File: src/design/pngu_pkg.sv
// ----------------------------------------------------------------------------
// pngu_pkg: shared types and constants of the PNG scanline unfilter
// Line store size, column widths, register indexes, filter codes and the
// item format that travels from the front part to the back part.
// ----------------------------------------------------------------------------
package pngu_pkg;

    // Line store size and derived widths
    localparam int MAX_ROW_BYTES = 8192;
    localparam int COL_W = (MAX_ROW_BYTES > 1) ? $clog2(MAX_ROW_BYTES) : 1;
    localparam int CNT_W = COL_W + 1;
    localparam int LEN_W = 14;
    localparam int BPP_W = 3;
    localparam int CMP_W = (CNT_W > LEN_W) ? CNT_W : LEN_W;

    // Configuration port
    localparam int CFG_IDX_W  = 1;
    localparam int CFG_DATA_W = 14;

    typedef enum logic [CFG_IDX_W-1:0] {
        CFG_PIXEL_BYTES = 1'b0,
        CFG_ROW_LENGTH  = 1'b1
    } cfg_idx_t;

    localparam logic [BPP_W-1:0] BPP_RESET = 3'd4;
    localparam logic [LEN_W-1:0] LEN_RESET = 14'd4;

    // Row filter codes as they arrive on the stream
    localparam logic [7:0] FILT_NONE  = 8'd0;
    localparam logic [7:0] FILT_SUB   = 8'd1;
    localparam logic [7:0] FILT_UP    = 8'd2;
    localparam logic [7:0] FILT_AVG   = 8'd3;
    localparam logic [7:0] FILT_PAETH = 8'd4;

    // Reconstruction rule chosen by the front part
    typedef enum logic [2:0] {
        OP_NONE  = 3'd0,
        OP_SUB   = 3'd1,
        OP_UP    = 3'd2,
        OP_AVG   = 3'd3,
        OP_PAETH = 3'd4,
        OP_BAD   = 3'd5
    } op_t;

    // Classified byte handed from front to back
    typedef struct packed {
        logic [7:0]       data;
        op_t              op;
        logic [COL_W-1:0] col;
        logic             first_row;
        logic             clear_hist;
        logic             last;
    } item_t;

    // Queue between front and back
    localparam int Q_DEPTH = 4;
    localparam int Q_PTR_W = 2;

    typedef struct packed {
        logic             full;
        logic             empty;
        logic [Q_PTR_W:0] count;
    } q_stat_t;

endpackage

File: src/design/pngu_queue.sv
// ----------------------------------------------------------------------------
// pngu_queue: short item queue between front and back
// Register FIFO of classified items; head is visible while not empty.
// ----------------------------------------------------------------------------
module pngu_queue (
    input  logic                clk,
    input  logic                rst_n,
    input  logic                push,
    input  pngu_pkg::item_t     push_item,
    input  logic                pop,
    output pngu_pkg::item_t     head_item,
    output logic                head_valid,
    output pngu_pkg::q_stat_t   stat
);
    import pngu_pkg::*;

    item_t              slot [Q_DEPTH];
    logic [Q_PTR_W-1:0] wptr_reg;
    logic [Q_PTR_W-1:0] rptr_reg;
    logic [Q_PTR_W:0]   count_reg;
    logic [Q_PTR_W:0]   count_next;

    // Status and head
    assign stat.count = count_reg;
    assign stat.full  = (count_reg == (Q_PTR_W + 1)'(Q_DEPTH));
    assign stat.empty = (count_reg == '0);
    assign head_valid = !stat.empty;
    assign head_item  = slot[rptr_reg];

    always_comb
    begin
        count_next = count_reg;
        if (push && !pop)
        begin
            count_next = count_reg + (Q_PTR_W + 1)'(1);
        end
        else if (pop && !push)
        begin
            count_next = count_reg - (Q_PTR_W + 1)'(1);
        end
    end

    // Store pushed items
    always_ff @(posedge clk)
    begin
        if (push)
        begin
            slot[wptr_reg] <= push_item;
        end
    end

    // Advance pointers and count
    always_ff @(posedge clk or negedge rst_n)
    begin
        if (!rst_n)
        begin
            wptr_reg  <= '0;
            rptr_reg  <= '0;
            count_reg <= '0;
        end
        else
        begin
            if (push)
            begin
                wptr_reg <= wptr_reg + Q_PTR_W'(1);
            end
            if (pop)
            begin
                rptr_reg <= rptr_reg + Q_PTR_W'(1);
            end
            count_reg <= count_next;
        end
    end

endmodule

File: config.mk
export PLATFORM = sky130hd
export DESIGN_NAME = pngu_queue
export DESIGN_NICKNAME = d
export VERILOG_FILES = /design/src/design/pngu_pkg.sv /design/src/design/pngu_queue.sv
export SDC_FILE = /design/constraint.sdc
export NUM_CORES = 1
export LEC_CHECK = 0
export BUFFER_PORTS_ARGS = -buffer_cell sky130_fd_sc_hd__buf_2
export CAP_MARGIN = 20
export CELL_PAD_IN_SITES_DETAIL_PLACEMENT = 1
export CELL_PAD_IN_SITES_GLOBAL_PLACEMENT = 1
export CORE_UTILIZATION = 53
export CTS_CLUSTER_DIAMETER = 50
export DETAILED_ROUTE_END_ITERATION = 8
export HOLD_SLACK_MARGIN = 0.12
export PLACE_DENSITY_LB_ADDON = 0.25
export RECOVER_POWER = 25
export SLEW_MARGIN = 20
export SYNTH_ARGS = -nofsm -noshare
export SYNTH_HDL_FRONTEND = slang
export SYNTH_SLANG_ARGS = --single-unit
File: constraint.sdc
create_clock -name clk -period 4.3 [get_ports clk]
set_clock_uncertainty 0.15 [all_clocks]
set_input_delay 0.215 -clock clk [delete_from_list [all_inputs] [get_ports clk]]
set_output_delay 0.215 -clock clk [all_outputs]
set_load 0.05 [all_outputs]
## Yosys cells after proc, flatten, opt, wreduce, memory -nomap -nowiden

Memory sizes are Yosys's and may differ from the RTL's.
Cells that the tools add are included.

- Add/subtract/negate cells: 4
- Equal/unequal tests: 1
- Multiplexer cells: 4
- Reductions and logical operators: 7

Operators with widths:

| cell | count |
|---|---|
| 3-bit two-way mux | 2 |
| 2-bit by 1-bit adder with 2-bit output, second input constant | 2 |
| 3-bit by 1-bit adder with 3-bit output, second input constant | 1 |
| 3-bit equality test, second input constant | 1 |
| 1-bit logical NOT | 3 |
| 3-bit logical NOT | 1 |
| 3-bit by 1-bit subtractor with 3-bit output, second input constant | 1 |
| 1-bit logical AND | 2 |
| 1-bit two-way mux | 2 |
| 2-bit nonzero test | 1 |

- Bits in registers: 7
- RAM bits: 108
- Input bits: 31
- Output and inout bits: 33
- Word-level logic and storage cells: 20
- Memories: 1

Memories:

| name | words | bits a word | rd ports | clocked after Yosys merged registers in | write ports | line | source |
|---|---|---|---|---|---|---|---|
| slot | 4 | 27 | 1 | 0 | 1 | pngu_queue.sv:17 | `item_t slot [Q_DEPTH];` |

## Logic depth before layout (Yosys ltp)

- Word-level depth: 4
- Depth in mapped cells: 7
- Gate-level depth less buffers: 7

## Worst setup path after synthesis

No wires, ideal clock.

- Path type: register to output
- Start: reg count_reg[2]
- End: out stat[4] in the netlist's numbering
- Arrival time: 1.868 ns
- Data required time: 3.935 ns
- Path slack: 2.067 ns
- Cell stages (with the launch flop): 2
- Path buffers: 0
- Cells stage by stage: dfrtp_1 -> nor3b_1

RTL lines:

| element | line | source |
|---|---|---|
| start, declared | pngu_queue.sv:20 | `logic [Q_PTR_W:0] count_reg;` |
| start signal, assigned | pngu_queue.sv:71 | `count_reg <= count_next;` |
| end, declared | pngu_queue.sv:13 | `output pngu_pkg::q_stat_t stat` |

==> run metrics <==
run status complete, no violations; Fill cells 652; via count 2166; Netlist cell types 20; antenna-violating nets left 0; area delta synth->final 29.9%; initial core utilization 55.1%; Clock Pin Slew Worst Setup and Hold Paths 0.06 ns; Iter 0 DRT Violations 101; Mapped Area 4300 sq um; Area contributors post-synth edfxtp_1 75%, mux4_2 14%, dfrtp_1 4.1%, ha_1 1.5%, xor2_1 0.81%; antenna violations before repair 0; wirelength, routed 8.79 mm; die area 8490 sq um; first-pass iteration count of the detailed router 4; Rows 32; EDFF count, synth 108; Placed Area 4730 sq um; GRT Residual Overflow 0; drt wl/cell 21.8 um; Hold WC Path Type input pin to flop; R2R Setup Slk 2.05 ns; Largest register FFs 108; Setup TNS 0 ns; CTS tree built; CP max FO 29; Clk Latency, worst-skew pair 0.51 ns; HPWL after DPL 4.84 mm; cell depth of the worst flop-to-flop path 4; Port Buffers 63; Synth area leader edfxtp_1; final setup fails 0; Synth Net Count 213; Critical Path RT 3.93 ns; reg-to-reg startpoint wptr_reg[0]$_DFFE_PN0P_; largest net degree at the start of global routing 30; Startpoint Class flop; Hold Startpoint push_item[22]; Sink Count 115; critical register-to-register path endpoint slot[2][12]$_DFFE_PP_; largest buffer count on any clock path 2; count leader, synth edfxtp_1; Tmin final 2.73 ns; max_slew headroom 29.7%; Max rail drop VDD 731 uV; number of global-route vias before repair 2531; Die Ht 92.1 um; Synth Flop Type edfxtp_1; P_leak 1.99 nW; Ant. Diodes 0; total number of H-tree levels 4; Core Region 7810 sq um; WP data arrival 2.37 ns; Setup crit start rptr_reg[0]$_DFFE_PN0P_; CP Capture Type output pin; die width 92.1 um; max-slew violation count 0; Power Dens Cells 809 nW/um^2; actual slew at the worst max-slew pin 1.05 ns; I/O pins 64; CP cell instances mux4_2 > buf_2; Max stage delay cell, worst path dfrtp_2; RSZ-0062 raised after global routing no; Synth Warn # 0; Max Cap Viol 0; period utilisation layout 63.5%; vias per inst 5.37; Avg Synthesized Cell Area 24.5 sq um; post-synthesis register bit count 115; share of layout cells above drive strength 1 36.5%; Total GRT Usage 23.6%; drt drc 0; worst hold slack 0.321 ns; Post-synth ARST share 6.09%; commonest cells in the netlist 108 x edfxtp_1, 26 x mux4_2, 7 x dfrtp_1, 5 x ha_1, 5 x inv_1; Hold Crit Depth 2; Hold Crit Endpoint slot[0][22]$_DFFE_PP_; Mapped Cells 176; CP Class flop to output pin; first-pass GRT wire length 13.8 mm; final hold vios 0; CTS buffer count 17; fmax 0.366 GHz; sequential area share after synthesis 79.4%; GPL Wtd Cong 0.655; Slowest Stage Delay on Critical Path 0.98 ns; area share of the largest cell type after synthesis 75.3%; cell area after layout 5590 sq um; Root Driver clkbuf_8; final-stage net count 325
## kinds of logic (layout without fill, tap and decap cells)
| kind of cell | count (synthesis) | in the layout | share of synthesized area, % |
|---|---|---|---|
| DFF | 115 | 115 | 79.4 |
| and+or+nand+nor | 9 | 9 | 1.16 |
| muxes | 28 | 28 | 14.5 |
| xor gates and xnor gates | 6 | 6 | 1.22 |
| AOI/OAI and AO/OA | 1 | 1 | 0.116 |
| adders and majority gates | 6 | 6 | 1.92 |
| buffers and inverters | 11 | 136 | 1.69 |
## critical path, delay by kind of cell, from the launching register on
family   cells  cell delay [ns]
mux          1             0.62
flops        1             0.98
buf+inv      1             0.23
## layout by cell type, fill, tap and decap left out, types with 2 or more instances in the layout
cell and instances:
nand2_1 2, clkbuf_1 17, mux4_2 26, clkbuf_16 16, buf_2 46, xor2_1 4
dlygate4sd3_1 31, edfxtp_1 108, and2_1 4, buf_4 5, bufinv_16 2, ha_1 5
clkinv_4 2, inv_6 3, xnor2_1 2, inv_1 5, dfrtp_1 6, clkinvlp_4 6
## through the flow
| stage | instances | total power, W | setup WS, ns | util, % |
|---|---|---|---|---|
| floorplan | 176 | 0.00285 | 2.07 | - |
| global placement | 340 | 0.00314 | 2.02 | 60.6 |
| detailed placement | 340 | 0.00318 | 2.03 | 60.6 |
| CTS | 403 | 0.00457 | 1.49 | 71.9 |
| global route | 403 | 0.00469 | 1.37 | 71.6 |
| finish | 403 | 0.00453 | 1.57 | 71.6 |
## repair_timing
| action | CTS | global route |
|---|---|---|
| setup buffers | 0 | 0 |
| gates resized for setup | 0 | 0 |
| hold endpoints to repair | 121 | 0 |
| hold buffers | 31 | 0 |
## report_power, final
part	internal (W)	switching, W
sequential	0.00147	0.000186
clock	0.000826	0.000525
combinational	0.000479	0.00104
## worst max path at each step
| stage | cells past startpoint | end | slack (ns) |
|---|---|---|---|
| 5_1_grt | 2 | head_item[22] | 1.37 |
| 6_report | 2 | head_item[18] | 1.57 |
| 3_5_place_dp | 2 | head_item[22] | 2.03 |
| 4_1_cts | 2 | head_item[22] | 1.49 |
| 2_1_floorplan | 1 | stat[4] | 2.07 |
| 3_3_place_gp | 2 | head_item[22] | 2.02 |
## area by class of cell
class / instances / area (sq um) / share of cell area (%)
Sequential cell: 115 / 3420 / 61.1
Timing Repair Buffer: 99 / 642 / 11.5
Clock inverter: 15 / 158 / 2.82
Multi-Input combinational cell: 50 / 813 / 14.5
Inverter: 5 / 18.8 / 0.336
Clock buffer: 17 / 414 / 7.40
Tap cell: 102 / 128 / 2.28
## metal layers
metal	part of all wire, %	wire length [um]	track usage [%]
met5	0	0	0
met3	4.1	361	7.55
met2	53	4690	40.3
met4	1.6	141	10.3
met1	41	3590	27.5
Note: power is estimated with default switching activity, not from simulation.
