`config.mk`:
```
export PLATFORM = sky130hd
export DESIGN_NAME = pngu_front_flat
export DESIGN_NICKNAME = d
export VERILOG_FILES = /design/src/design/pngu_pkg.sv /design/src/design/pngu_in_if.sv /design/src/design/pngu_front.sv /design/src/flat_wrapper.sv
export SDC_FILE = /design/constraint.sdc
export NUM_CORES = 1
export LEC_CHECK = 0
export BUFFER_PORTS_ARGS = -buffer_cell sky130_fd_sc_hd__buf_2
export CAP_MARGIN = 40
export CORE_ASPECT_RATIO = 1.75
export CORE_MARGIN = 1.5
export CORE_UTILIZATION = 57
export DETAILED_ROUTE_END_ITERATION = 10
export PLACE_DENSITY = 0.87
export SYNTH_ARGS = -nofsm -noshare
export SYNTH_HDL_FRONTEND = slang
export SYNTH_SLANG_ARGS = --single-unit
```
`constraint.sdc`:
```
create_clock -name clk -period 14.7 [get_ports clk]
set_input_delay 3.675 -clock clk [delete_from_list [all_inputs] [get_ports clk]]
set_output_delay 3.675 -clock clk [all_outputs]
set_load 0.01 [all_outputs]
```
`src/design/pngu_pkg.sv`:
```
// ----------------------------------------------------------------------------
// pngu_pkg: shared types and constants of the PNG scanline unfilter
// Line store size, column widths, register indexes, filter codes and the
// item format that travels from the front part to the back part.
// ----------------------------------------------------------------------------
package pngu_pkg;

    // Line store size and derived widths
    localparam int MAX_ROW_BYTES = 8192;
    localparam int COL_W = (MAX_ROW_BYTES > 1) ? $clog2(MAX_ROW_BYTES) : 1;
    localparam int CNT_W = COL_W + 1;
    localparam int LEN_W = 14;
    localparam int BPP_W = 3;
    localparam int CMP_W = (CNT_W > LEN_W) ? CNT_W : LEN_W;

    // Configuration port
    localparam int CFG_IDX_W  = 1;
    localparam int CFG_DATA_W = 14;

    typedef enum logic [CFG_IDX_W-1:0] {
        CFG_PIXEL_BYTES = 1'b0,
        CFG_ROW_LENGTH  = 1'b1
    } cfg_idx_t;

    localparam logic [BPP_W-1:0] BPP_RESET = 3'd4;
    localparam logic [LEN_W-1:0] LEN_RESET = 14'd4;

    // Row filter codes as they arrive on the stream
    localparam logic [7:0] FILT_NONE  = 8'd0;
    localparam logic [7:0] FILT_SUB   = 8'd1;
    localparam logic [7:0] FILT_UP    = 8'd2;
    localparam logic [7:0] FILT_AVG   = 8'd3;
    localparam logic [7:0] FILT_PAETH = 8'd4;

    // Reconstruction rule chosen by the front part
    typedef enum logic [2:0] {
        OP_NONE  = 3'd0,
        OP_SUB   = 3'd1,
        OP_UP    = 3'd2,
        OP_AVG   = 3'd3,
        OP_PAETH = 3'd4,
        OP_BAD   = 3'd5
    } op_t;

    // Classified byte handed from front to back
    typedef struct packed {
        logic [7:0]       data;
        op_t              op;
        logic [COL_W-1:0] col;
        logic             first_row;
        logic             clear_hist;
        logic             last;
    } item_t;

    // Queue between front and back
    localparam int Q_DEPTH = 4;
    localparam int Q_PTR_W = 2;

    typedef struct packed {
        logic             full;
        logic             empty;
        logic [Q_PTR_W:0] count;
    } q_stat_t;

endpackage

```
`src/design/pngu_in_if.sv`:
```
// ----------------------------------------------------------------------------
// pngu_in_if: filtered byte channel
// One filtered scanline byte per beat with its row and image marks.
// ----------------------------------------------------------------------------
interface pngu_in_if;
    logic       valid;
    logic       ready;
    logic [7:0] data_byte;
    logic [7:0] filter_code;
    logic       row_begin;
    logic       image_begin;

    modport source (
        output valid, data_byte, filter_code, row_begin, image_begin,
        input  ready
    );
    modport sink (
        input  valid, data_byte, filter_code, row_begin, image_begin,
        output ready
    );
endinterface

```
`src/design/pngu_front.sv`:
```
// ----------------------------------------------------------------------------
// pngu_front: byte intake and classification
// Tracks column, row filter and first-row state, picks the reconstruction
// rule and pushes one classified item per accepted beat into the queue.
// ----------------------------------------------------------------------------
module pngu_front (
    input  logic                      clk,
    input  logic                      rst_n,
    pngu_in_if.sink                   filtered,
    input  logic [pngu_pkg::CNT_W-1:0] len_eff,
    input  logic                      q_full,
    output logic                      push,
    output pngu_pkg::item_t           push_item
);
    import pngu_pkg::*;

    logic [COL_W-1:0] col_reg;
    logic [COL_W-1:0] col_next;
    logic [7:0]       filt_reg;
    logic [7:0]       filt_next;
    logic             first_reg;
    logic             first_next;

    logic             row_start;
    logic [COL_W-1:0] col_pre;
    logic [COL_W-1:0] col_cur;
    logic [CNT_W-1:0] col_plus;
    logic             last;
    op_t              op;

    // Accept whenever the queue has room
    assign filtered.ready = !q_full;
    assign push           = filtered.valid && filtered.ready;

    // Row bookkeeping for the beat on the port
    always_comb
    begin
        row_start  = filtered.row_begin || filtered.image_begin;
        first_next = filtered.image_begin || first_reg;
        filt_next  = row_start ? filtered.filter_code : filt_reg;
        col_pre    = row_start ? '0 : col_reg;
        col_cur    = ({1'b0, col_pre} >= len_eff) ? '0 : col_pre;
        col_plus   = {1'b0, col_cur} + CNT_W'(1);
        last       = (col_plus >= len_eff);
        col_next   = last ? '0 : col_plus[COL_W-1:0];
    end

    // Decode the row filter
    always_comb
    begin
        unique case (filt_next)
            FILT_NONE:  op = OP_NONE;
            FILT_SUB:   op = OP_SUB;
            FILT_UP:    op = OP_UP;
            FILT_AVG:   op = OP_AVG;
            FILT_PAETH: op = OP_PAETH;
            default:    op = OP_BAD;
        endcase
    end

    // Build the queue item
    always_comb
    begin
        push_item.data       = filtered.data_byte;
        push_item.op         = op;
        push_item.col        = col_cur;
        push_item.first_row  = first_next;
        push_item.clear_hist = row_start;
        push_item.last       = last;
    end

    // Advance row state on each accepted beat
    always_ff @(posedge clk or negedge rst_n)
    begin
        if (!rst_n)
        begin
            col_reg   <= '0;
            filt_reg  <= '0;
            first_reg <= 1'b1;
        end
        else if (push)
        begin
            col_reg   <= col_next;
            filt_reg  <= filt_next;
            first_reg <= last ? 1'b0 : first_next;
        end
    end

endmodule

```
`src/flat_wrapper.sv`:
```
// flat-port wrapper written by rule: the top's interface ports become plain ports
module pngu_front_flat import pngu_pkg::*;
  (clk, rst_n, len_eff, q_full, push, push_item, filtered_valid, filtered_data_byte, filtered_filter_code, filtered_row_begin, filtered_image_begin, filtered_ready);
  pngu_in_if filtered_i ();
  input  logic clk;
  input  logic rst_n;
  input  logic [pngu_pkg::CNT_W-1:0] len_eff;
  input  logic q_full;
  output logic push;
  output pngu_pkg::item_t push_item;
  input wire logic [$bits(filtered_i.valid)-1:0] filtered_valid;
  input wire logic [$bits(filtered_i.data_byte)-1:0] filtered_data_byte;
  input wire logic [$bits(filtered_i.filter_code)-1:0] filtered_filter_code;
  input wire logic [$bits(filtered_i.row_begin)-1:0] filtered_row_begin;
  input wire logic [$bits(filtered_i.image_begin)-1:0] filtered_image_begin;
  output wire logic [$bits(filtered_i.ready)-1:0] filtered_ready;
  assign filtered_i.valid = filtered_valid;
  assign filtered_i.data_byte = filtered_data_byte;
  assign filtered_i.filter_code = filtered_filter_code;
  assign filtered_i.row_begin = filtered_row_begin;
  assign filtered_i.image_begin = filtered_image_begin;
  assign filtered_ready = filtered_i.ready;
  pngu_front u_core (.clk(clk), .rst_n(rst_n), .filtered(filtered_i), .len_eff(len_eff), .q_full(q_full), .push(push), .push_item(push_item));
endmodule
```
# --- Yosys cells after proc, flatten, opt, wreduce, memory -nomap -nowiden ---
# Cells that the tools add are included.
totals:
  regBits: 22
  output_inout_bits: 29
classes:
  add_sub_neg: 1
  magnitude_cmp: 2
  n_eq_ne: 4
  muxes: 6
  reduce_logical: 5
op_table:
  columns: ["op", "n"]
  rows:
  - ["two-way mux 13 bit", 3]
  - ["equality test 8 x 2 -> 1 bit, second input constant", 2]
  - ["case mux 3 bit (5 select lines)", 1]
  - ["adder 13 x 1 -> 14 bit, second input constant", 1]
  - [">= comparator 13 x 14 -> 1 bit", 1]
  - [">= comparator 14 bit", 1]
  - ["equality test 8 x 1 -> 1 bit, second input constant", 1]
  - ["equality test 8 x 3 -> 1 bit, second input constant", 1]
  - ["logical NOT 8 bit", 1]
  - ["two-way mux 8 bit", 1]
  - ["logical OR 1 bit", 2]
  - ["logical AND 1 bit", 1]
  - ["logical NOT 1 bit", 1]
  - ["two-way mux 1 bit", 1]

# --- Depth between registers and ports, before layout ---
# Gate-level depths: netlist of run 1.
depth:
  word_depth: 7
  mapped_depth: 26
  depth_no_buf: 23

# --- Worst setup path after synthesis of run 1 ---
# Ideal clock, no wire load.
synth_path:
  path_kind: "input-to-output"
  start: "input port filtered_image_begin"
  end: "output port push_item[0] in the netlist's numbering"
  arrival_time_ns: 7.921
  required_time_ns: 11.025
  setup_slack_ns: 3.104
  cell_stages: 23
  cell_sequence: "nor2_1 -> clkbuf_1 -> and2_1 -> ha_1 -> a211oi_1 -> nor3_1 -> nor3_1 -> a211o_1 -> clkbuf_1 -> and3_1 -> ha_1 -> nand2_1 -> nor2_2 -> nand3_2 -> nor2_1 -> xnor2_1 -> nor2_1 -> ha_1 -> o21a_1 -> nand2_1 -> o21ai_1 -> buf_4 -> buf_4"
synth_lines:
  columns: ["element", "line", "text"]
  rows:
  - ["start, declared", "flat_wrapper.sv:15", "input wire logic [$bits(filtered_i.image_begin)-1:0] filtered_image_begin;"]
  - ["end, declared", "flat_wrapper.sv:10", "output pngu_pkg::item_t push_item;"]

==> impl_metrics.toml, run 1 <==
[status]
outcome = "completed"

[sta]
min_period_ps = 12060
max_freq_mhz = 83.0
fin_hold_ws_ps = 512
setup_viol = 0
grt_setup_unrepaired = "false"
fin_worst_skew_ps = 2.91
slew_viol_final = 0
slew_headroom = 0.518
setup_ws_ps = 2640
timing.setup.tns_ps = 0
fin_crit_sh = 0.820
hold_viol_final = 0
tightest_slew_ps = 721

[yosys]
synthFlopType = "dfrtp_1"
synth.cell_area_mm2 = 0.00229
synth.yosys.seq_area_share = 0.241
syn_inst = 282
synth_edf_count = 0
avgSynthCellArea_um2 = 8.11
yosysUniqueCellTypes = 53
async_reset_ff_frac = 1.00
yosysWarnings = 0
syn_nets = 346
synth_seq_cells = 22

[place]
dp_slack_ps = 2660
portBuffers = 48
placed_cell_area_mm2 = 0.00248
hpwl_um = 4310
place_congestion = 0.864

[clocking]
root_buffer = "clkbuf_8"
cts_tree = "built"
cts_setup_buffers = 0
cts.sinks = 22
path_clk_slew_ps = 80
htree_levels = 1
insertion_delay_ps = 270
clock_path_buffers = 2
holdBufCountCts = 0
cts_resized = 0
numCtsBuffers = 3

[die]
io_pins = 65
initial_core_util = 0.591
core_mm2 = 0.00387
core.rowCount = 30
dieWidth_um = 50.9
fp.dieH_um = 86.8
die_area_mm2 = 0.00441

[drt]
wl_per_cell_um = 15.0
drt_iter0_drc = 53
drc = 0
ant_nets = 0
vias_per_cell = 6.01
drt-total-wl_um = 5440
drt_pre_antenna_iters = 4
vias = 2180

[power]
p_per_area_mw_per_mm2 = 58.7
p_leak_uw = 0.00131
peakVddDrop_mv = 0.0745

[global_route]
first_global_vias = 2191
grt_overflow = 0
grt_max_degree = 27
grt.total_usage = 0.263
antenna_found_initial = 0
grtUsageMet1 = 0.272
gr-max-usage-layer = "met2"
met2_usage = 0.498
grt_pass1_wl_um = 8980
grt.met3_usage = 0.0397

[finish]
layout-drive-gt1-share = 0.241
n_fill_cell = 342
fin_nets = 380
syn_to_final_growth_pct = 10.9
diodes = 0
final_area_mm2 = 0.00253
largest_register_ffs = 13
fin_util = 0.656

[setup_path]
slowest_stage = "a211o_1"
cp_cell_sequence = "buf_2 > nor2_1 > buf_4 > and2_1 > ha_1 > a21oi_1 > o21ai_0 > nor3_1 > a211o_1 > and3_1 > ha_1 > nand2_1 > nor2_2 > nand3_1 > xor2_1 > nor2_1 > ha_1 > a211oi_1 > o21ai_0 > a41oi_1 > o21ai_1 > buf_4 > buf_2"
crit_fanout = 26
crit_arrival_ps = 8380
crit_path_max_incr_delay_ps = 420
end_kind = "output pin"
crit_top_cell = "ha_1"
criticalPathCategory = "input port to output pin"
setup.worst_path.start_class = "input port"
crit_required_ps = 11020

[hold_path]
hold_class = "flip-flop to flip-flop"

[job]
maxCapViolations = 0
## worst paths after layout
| path | start | to | slack [ps] | cells past startpoint |
|---|---|---|---|---|
| worst max-delay path | filtered_image_begin | push_item[0] | 2640 | 23 |
| worst min-delay path | u_core.filt_reg[5] | u_core.filt_reg[5] | 510 | 1 |
| worst max register to register | u_core.col_reg[9] | u_core.col_reg[3] | 9420 | 21 |
| worst min register to register | u_core.filt_reg[5] | u_core.filt_reg[5] | 510 | 1 |
| max in group asynchronous | rst_n | u_core.first_reg | 10980 | 1 |
| min in group asynchronous | rst_n | u_core.col_reg[10] | 3360 | 1 |
## cells in the final DEF (no fill, tap or decap), types with 2 or more instances in the layout
cell type and instances:
nand2b_1 2, a211oi_1 6, o21a_1 2, buf_4 3, and2_1 10, o41ai_1 2, a21oi_1 13, clkinv_1 2
or2_2 2, xnor2_1 3, or3_1 2, a221o_1 2, and3_1 11, xor2_1 5, o21ai_0 7, a22o_1 4
buf_2 48, nor4_1 5, a211o_1 2, dfrtp_1 21, nor2_1 24, clkbuf_8 4, or4_1 2, nand4_1 3
nand3_1 6, or3b_4 2, inv_1 19, nand2_1 29, nor3_1 12, mux2_2 8, ha_1 28, o21bai_1 2
o31ai_1 2, a41oi_1 2
## power breakdown
part,internal [uW],switching [uW]
clock network,24.0,20.8
registers,66.4,4.53
logic,14.7,18.2
## cells in the mapped netlist, drive strengths merged (2+ instances only)
| cell | instances | area share |
|---|---|---|
| xnor2 | 3 | 0.011 |
| a22o | 4 | 0.015 |
| nand4 | 3 | 0.0082 |
| nand2b | 2 | 0.0055 |
| inv | 19 | 0.031 |
| buf | 15 | 0.047 |
| nor3 | 13 | 0.033 |
| or3b | 2 | 0.0099 |
| nor4 | 5 | 0.014 |
| clkinv | 2 | 0.0033 |
| dfrtp | 21 | 0.23 |
| a221o | 3 | 0.014 |
| and2 | 10 | 0.027 |
| a21oi | 13 | 0.028 |
| or4 | 2 | 0.0066 |
| ha | 28 | 0.15 |
| xor2 | 5 | 0.019 |
| and3 | 11 | 0.030 |
| o21bai | 2 | 0.0066 |
| o31ai | 3 | 0.012 |
| nor2 | 26 | 0.047 |
| a211o | 2 | 0.0077 |
| o21ai | 8 | 0.018 |
| a211oi | 7 | 0.023 |
| a41oi | 2 | 0.0077 |
| o41ai | 2 | 0.0077 |
| nand2 | 30 | 0.050 |
| nand3 | 7 | 0.018 |
| o21a | 2 | 0.0066 |
| mux2 | 9 | 0.044 |
| clkbuf | 7 | 0.011 |
| or3 | 2 | 0.0055 |
| or2 | 3 | 0.0082 |
## cell families (layout without fill, tap and decap cells)
group                      after synthesis  in the layout  share of synthesized area
and+or+nand+nor                        119            119                      0.273
AOI/OAI and AO/OA                       53             53                      0.164
buffers and inverters                   43             76                     0.0931
adders and majority gates               28             28                      0.153
DFF                                     22             22                      0.241
muxes                                    9              9                     0.0443
xor gates and xnor gates                 8              8                     0.0307
## stage by stage
step           power, uW  instances
6_report             149        363
5_1_grt              156        363
4_1_cts              150        363
3_5_place_dp         105        359
3_3_place_gp         103        359
2_1_floorplan       94.4        282
## per-layer routing
layer / vias up / part of all wire / wire length, um
li1: 1066 / - / -
met1: 1040 / 0.38 / 2070
met2: 58 / 0.55 / 3020
met3: 16 / 0.040 / 217
met4: 0 / 0.024 / 133
met5: - / 0 / 0
## critical path, delay by kind of cell
kind	cells	cell delay, ps
compound gates	7	1400
simple gates	8	1650
buf+inv	4	750
xor+xnor	1	160
fa+ha+maj	3	690
## final cells by class
| class | count | area, um^2 | area share |
|---|---|---|---|
| multi-input combinational | 217 | 1530 | 0.602 |
| tap | 48 | 60.1 | 0.0237 |
| timing repair buffer | 51 | 263 | 0.104 |
| sequential | 22 | 552 | 0.218 |
| inverter | 21 | 78.8 | 0.0311 |
| clock buffer | 4 | 55.1 | 0.0217 |
Note: power is estimated with default switching activity, not from simulation.
==> inputs of run 2 (changes only) <==
- CORE_UTILIZATION: 57 -> 53
- PLACE_DENSITY: 0.87 -> 0.82
- clock period: 14.7 -> 11.3 ns (I/O delays scaled with it)
==> run 2 against run 1 <==
  * Flip-flop and latch count stayed put
  * Final area grew 0.99%
  * Global-route usage fell by 1.3 points
  * First-iteration DRC count grew 11%
  * Register-to-register slack got worse by 3600 ps
  * Critical path type unchanged
  * Clock power grew 65%
  * Setup slack worse by 1400 ps
  * Combinational power rose by 32%
==> impl_metrics.toml, run 2 (same netlist as run 1, synthesis figures left out) <==
[setup_path]
crit_path_max_incr_delay_ps = 370
end_kind = "output pin"
r2r-end = "u_core.col_reg[6]"
crit_arrival_ps = 7270
slowest_stage = "a211o_1"
criticalPathCategory = "input port to output pin"
rr_startpoint = "u_core.col_reg[3]"
cp-startpoint = "filtered_image_begin"
r2r_cells = 22
cp_cell_sequence = "buf_2 > nor2_1 > buf_4 > and2_1 > ha_1 > a211oi_1 > nor3_1 > nor3_1 > a211o_1 > and3_1 > ha_1 > nand2_1 > nor2_2 > nand3_2 > nor2_1 > xnor2_1 > nor2_1 > ha_1 > o21a_1 > a21oi_1 > o21ai_1 > buf_2"
crit_fanout = 27
setup.worst_path.start_class = "input port"
crit_required_ps = 8480
rrSetupSlack_ps = 5790

[finish]
layout-drive-gt1-share = 0.244
fin_nets = 381
final_cell_mix = "buf_2, nand2_1, ha_1"
largest_register_ffs = 13
final_common_cell = "buf_2"
seq_area_um2 = 552
diodes = 0
syn_to_final_growth_pct = 12.0
multi_input_area_mm2 = 0.00153
n_fill_cell = 378
final_area_mm2 = 0.00256

[drt]
vias = 2179
vias_per_cell = 5.97
drc = 0
ant_nets = 0
drt_iter0_drc = 59
drt_pre_antenna_iters = 4
wl_per_cell_um = 15.3
drt-total-wl_um = 5590

[place]
placed_cell_area_mm2 = 0.00249
place_congestion = 0.853
portBuffers = 48
hpwl_um = 4430

[sta]
setup_viol = 0
grt_setup_unrepaired = "false"
slew_headroom = 0.507
max_freq_mhz = 99.1
fin_worst_skew_ps = 5.50
tightest_slew_ps = 734
fin_crit_sh = 0.893
min_period_ps = 10090
timing.setup.tns_ps = 0
slew_viol_final = 0
hold_viol_final = 0

[die]
initial_core_util = 0.551
core.rowCount = 31
io_pins = 65
dieWidth_um = 52.6
core_mm2 = 0.00415
fp.dieH_um = 89.9
die_area_mm2 = 0.00473

[status]
outcome = "completed"

[clocking]
htree_levels = 1
cts_resized = 0
clock_path_buffers = 2
path_clk_slew_ps = 80
cts_tree = "built"
cts_setup_buffers = 0
holdBufCountCts = 0
numCtsBuffers = 3
cts.sinks = 22
root_buffer = "clkbuf_8"
insertion_delay_ps = 270

[global_route]
grt_max_degree = 28
first_global_vias = 2060
grt_overflow = 0
antenna_found_initial = 0
grt.total_usage = 0.250
grt_pass1_wl_um = 9200

[hold_path]
holdPathEnd = "u_core.filt_reg[7]"
min_from = "u_core.filt_reg[7]"
hold_class = "flip-flop to flip-flop"
hold_depth = 1

[power]
p_per_area_mw_per_mm2 = 82.0
p_leak_uw = 0.00132
peakVddDrop_mv = 0.0948

[job]
maxCapViolations = 0
run 2: worst max-delay path by stage:
stage | end | slack [ps] | cells past startpoint
final | push_item[0] | 1210 | 22
after detailed placement | push_item[0] | 1260 | 22
after global routing | push_item[0] | 830 | 22
after floorplan | push_item[0] | 1400 | 23
after CTS | push_item[0] | 1240 | 22
after global placement | push_item[0] | 1360 | 22
run 2: cell type report:
type                    instances  area share
flip-flops and latches         22       0.216
multi-input cells             217       0.596
repair buffers                 52       0.106
clock buffers                   3      0.0161
inverters                      21      0.0308
clock inverters                 1      0.0117
well taps                      49      0.0239
run 2: worst max-delay path: cells and delay by family:
| kind | cells | cell delay, ps |
|---|---|---|
| adder cells (fa/ha/maj) | 3 | 750 |
| XOR/XNOR | 1 | 140 |
| AO/OA/AOI/OAI | 5 | 1140 |
| AND/OR/NAND/NOR | 10 | 1860 |
| buffers and inverters | 3 | 540 |
run 2: power breakdown:
part / internal [uW] / switching [uW] / total, uW
logic: 19.3 / 24.1 / 43.4
registers: 86.4 / 6.17 / 92.6
clock network: 47.4 / 26.5 / 73.9
run 2: stage by stage:
step / util / worst slack [ps] / hold slack, ps / instances / power [uW]
after floorplan: - / 1400 / 472 / 282 / 123
after global placement: 0.600 / 1360 / 484 / 361 / 135
after detailed placement: 0.600 / 1260 / 489 / 361 / 137
after CTS: 0.617 / 1240 / 509 / 365 / 211
after global routing: 0.617 / 826 / 528 / 365 / 220
final: 0.617 / 1210 / 512 / 365 / 210
run 2: layer usage:
layer,up-vias,GRT usage,part of all wire,wire [um]
met5,-,0,0,0
met4,0,0.103,0.033,187
met3,22,0.0183,0.047,265
met2,67,0.436,0.53,2990
met1,1023,0.303,0.38,2150
li1,1067,-,-,-
==> inputs of run 3 (changes only) <==
- BUFFER_PORTS_ARGS: -buffer_cell sky130_fd_sc_hd__buf_2 -> -buffer_cell sky130_fd_sc_hd__clkbuf_2
==> run 3 against run 2 <==
  * Hold slack about the same
  * Clock skew down 0.84 ps
  * Final area up 0.29%
  * Die area unchanged
  * Via count up 0.28%
  * Setup slack better by 45 ps
  * Largest power group unchanged
==> impl_metrics.toml, run 3 (same netlist as run 1, synthesis figures left out) <==
[global_route]
grt_overflow = 0
antenna_found_initial = 0
grt_max_degree = 28
grt.met3_usage = 0.0249
grt.total_usage = 0.265
first_global_vias = 2149
met2_usage = 0.457
grt_pass1_wl_um = 9710
grtUsageMet1 = 0.316
gr-max-usage-layer = "met2"

[sta]
slew_headroom = 0.479
hold_viol_final = 0
timing.setup.tns_ps = 0
grt_setup_unrepaired = "false"
max_freq_mhz = 99.5
fin_hold_ws_ps = 512
fin_crit_sh = 0.889
setup_viol = 0
fin_worst_skew_ps = 4.66
min_period_ps = 10050
tightest_slew_ps = 780
slew_viol_final = 0

[setup_path]
end_kind = "output pin"
crit_arrival_ps = 7220
crit_required_ps = 8480
rr_startpoint = "u_core.col_reg[11]"
cp_cell_sequence = "clkbuf_2 > nor2_1 > buf_4 > and2_1 > ha_1 > a211oi_1 > nor3_1 > a41oi_1 > a211o_1 > and3_1 > ha_1 > nand2_1 > nor2_2 > nand3_2 > nor2_1 > xnor2_1 > nor2_1 > ha_1 > o21a_1 > a21oi_1 > o21ai_1 > buf_4 > clkbuf_2"
cp-startpoint = "filtered_image_begin"
crit_fanout = 27
slowest_stage = "a41oi_1"
crit_path_max_incr_delay_ps = 340
criticalPathCategory = "input port to output pin"
setup.worst_path.start_class = "input port"

[die]
core_mm2 = 0.00415
initial_core_util = 0.551
io_pins = 65
fp.dieH_um = 89.9
dieWidth_um = 52.6
core.rowCount = 31
die_area_mm2 = 0.00473

[power]
p_leak_uw = 0.00132
power_uw = 213
clockPowerShare = 0.357
p_seq_frac = 0.436
p_int_uw = 153
p_per_area_mw_per_mm2 = 82.8
combPwrFrac = 0.206
switching_share = 0.279
peakVddDrop_mv = 0.131
power.switching_uw = 59.3

[hold_path]
min_from = "u_core.filt_reg[4]"
hold_class = "flip-flop to flip-flop"

[clocking]
cts_resized = 0
path_clk_slew_ps = 80
holdBufCountCts = 0
numCtsBuffers = 3
root_buffer = "clkbuf_8"
cts_tree = "built"
cts.sinks = 22
cts_setup_buffers = 0
insertion_delay_ps = 280
htree_levels = 1
clock_path_buffers = 2

[drt]
vias_per_cell = 5.97
wl_per_cell_um = 15.6
vias = 2185
drt_iter0_drc = 52
ant_nets = 0
drt_pre_antenna_iters = 4
drc = 0
drt-total-wl_um = 5710

[finish]
fin_util = 0.619
largest_register_ffs = 13
final_common_cell = "clkbuf_2"
final_area_mm2 = 0.00257
layout-drive-gt1-share = 0.246
multi_input_area_mm2 = 0.00153
syn_to_final_growth_pct = 12.3
diodes = 0
seq_area_um2 = 552
n_fill_cell = 373
final_cell_mix = "clkbuf_2, nand2_1, ha_1"
fin_nets = 382

[place]
hpwl_um = 4580
portBuffers = 48
place_congestion = 0.939
placed_cell_area_mm2 = 0.00250

[status]
outcome = "completed"

[job]
maxCapViolations = 0
## run 3: per-layer routing
metal | part of all wire | up-vias
li1 | - | 1066
met1 | 0.39 | 1025
met2 | 0.53 | 76
met3 | 0.044 | 18
met4 | 0.038 | 0
met5 | 0 | -
## run 3: area by class of cell
class,instances,share of cell area
Clock buffer,3,0.0161
Clock inverter,1,0.0117
Inverter,21,0.0307
Multi-Input combinational cell,217,0.595
Sequential cell,22,0.215
Tap cell,49,0.0239
Timing Repair Buffer,53,0.108
## run 3: path summary, 6_finish.rpt
check	endpoint	slack (ps)	cells past startpoint
worst max-delay path	push_item[0]	1250	23
worst min-delay path	u_core.filt_reg[4]	510	1
worst max register to register	u_core.col_reg[6]	6090	21
worst min register to register	u_core.filt_reg[4]	510	1
max in group asynchronous	u_core.first_reg	8400	1
min in group asynchronous	u_core.filt_reg[5]	2520	1
## run 3: stage by stage
| stage | std cells | setup slack (ps) |
|---|---|---|
| 3_5_place_dp | 362 | 1270 |
| 6_report | 366 | 1250 |
| 2_1_floorplan | 282 | 1400 |
| 3_3_place_gp | 362 | 1420 |
| 5_1_grt | 366 | 888 |
| 4_1_cts | 366 | 1250 |
## run 3: worst max-delay path, delay by kind of cell
kind | cells | cell delay, ps
AOI/OAI and AO/OA | 6 | 1250
xor gates and xnor gates | 1 | 150
adders and majority gates | 3 | 750
buffers and inverters | 4 | 730
and+or+nand+nor | 9 | 1500
## run 3: power groups by stage
stage          logic, uW  registers (uW)  clock network [uW]
3_5_place_dp        43.9            94.1                   0
3_3_place_gp        42.3            93.6                   0
6_report            43.9            92.7                76.0
2_1_floorplan       30.8            92.0                   0
4_1_cts             44.1            92.4                75.9
5_1_grt             49.2            93.3                79.1
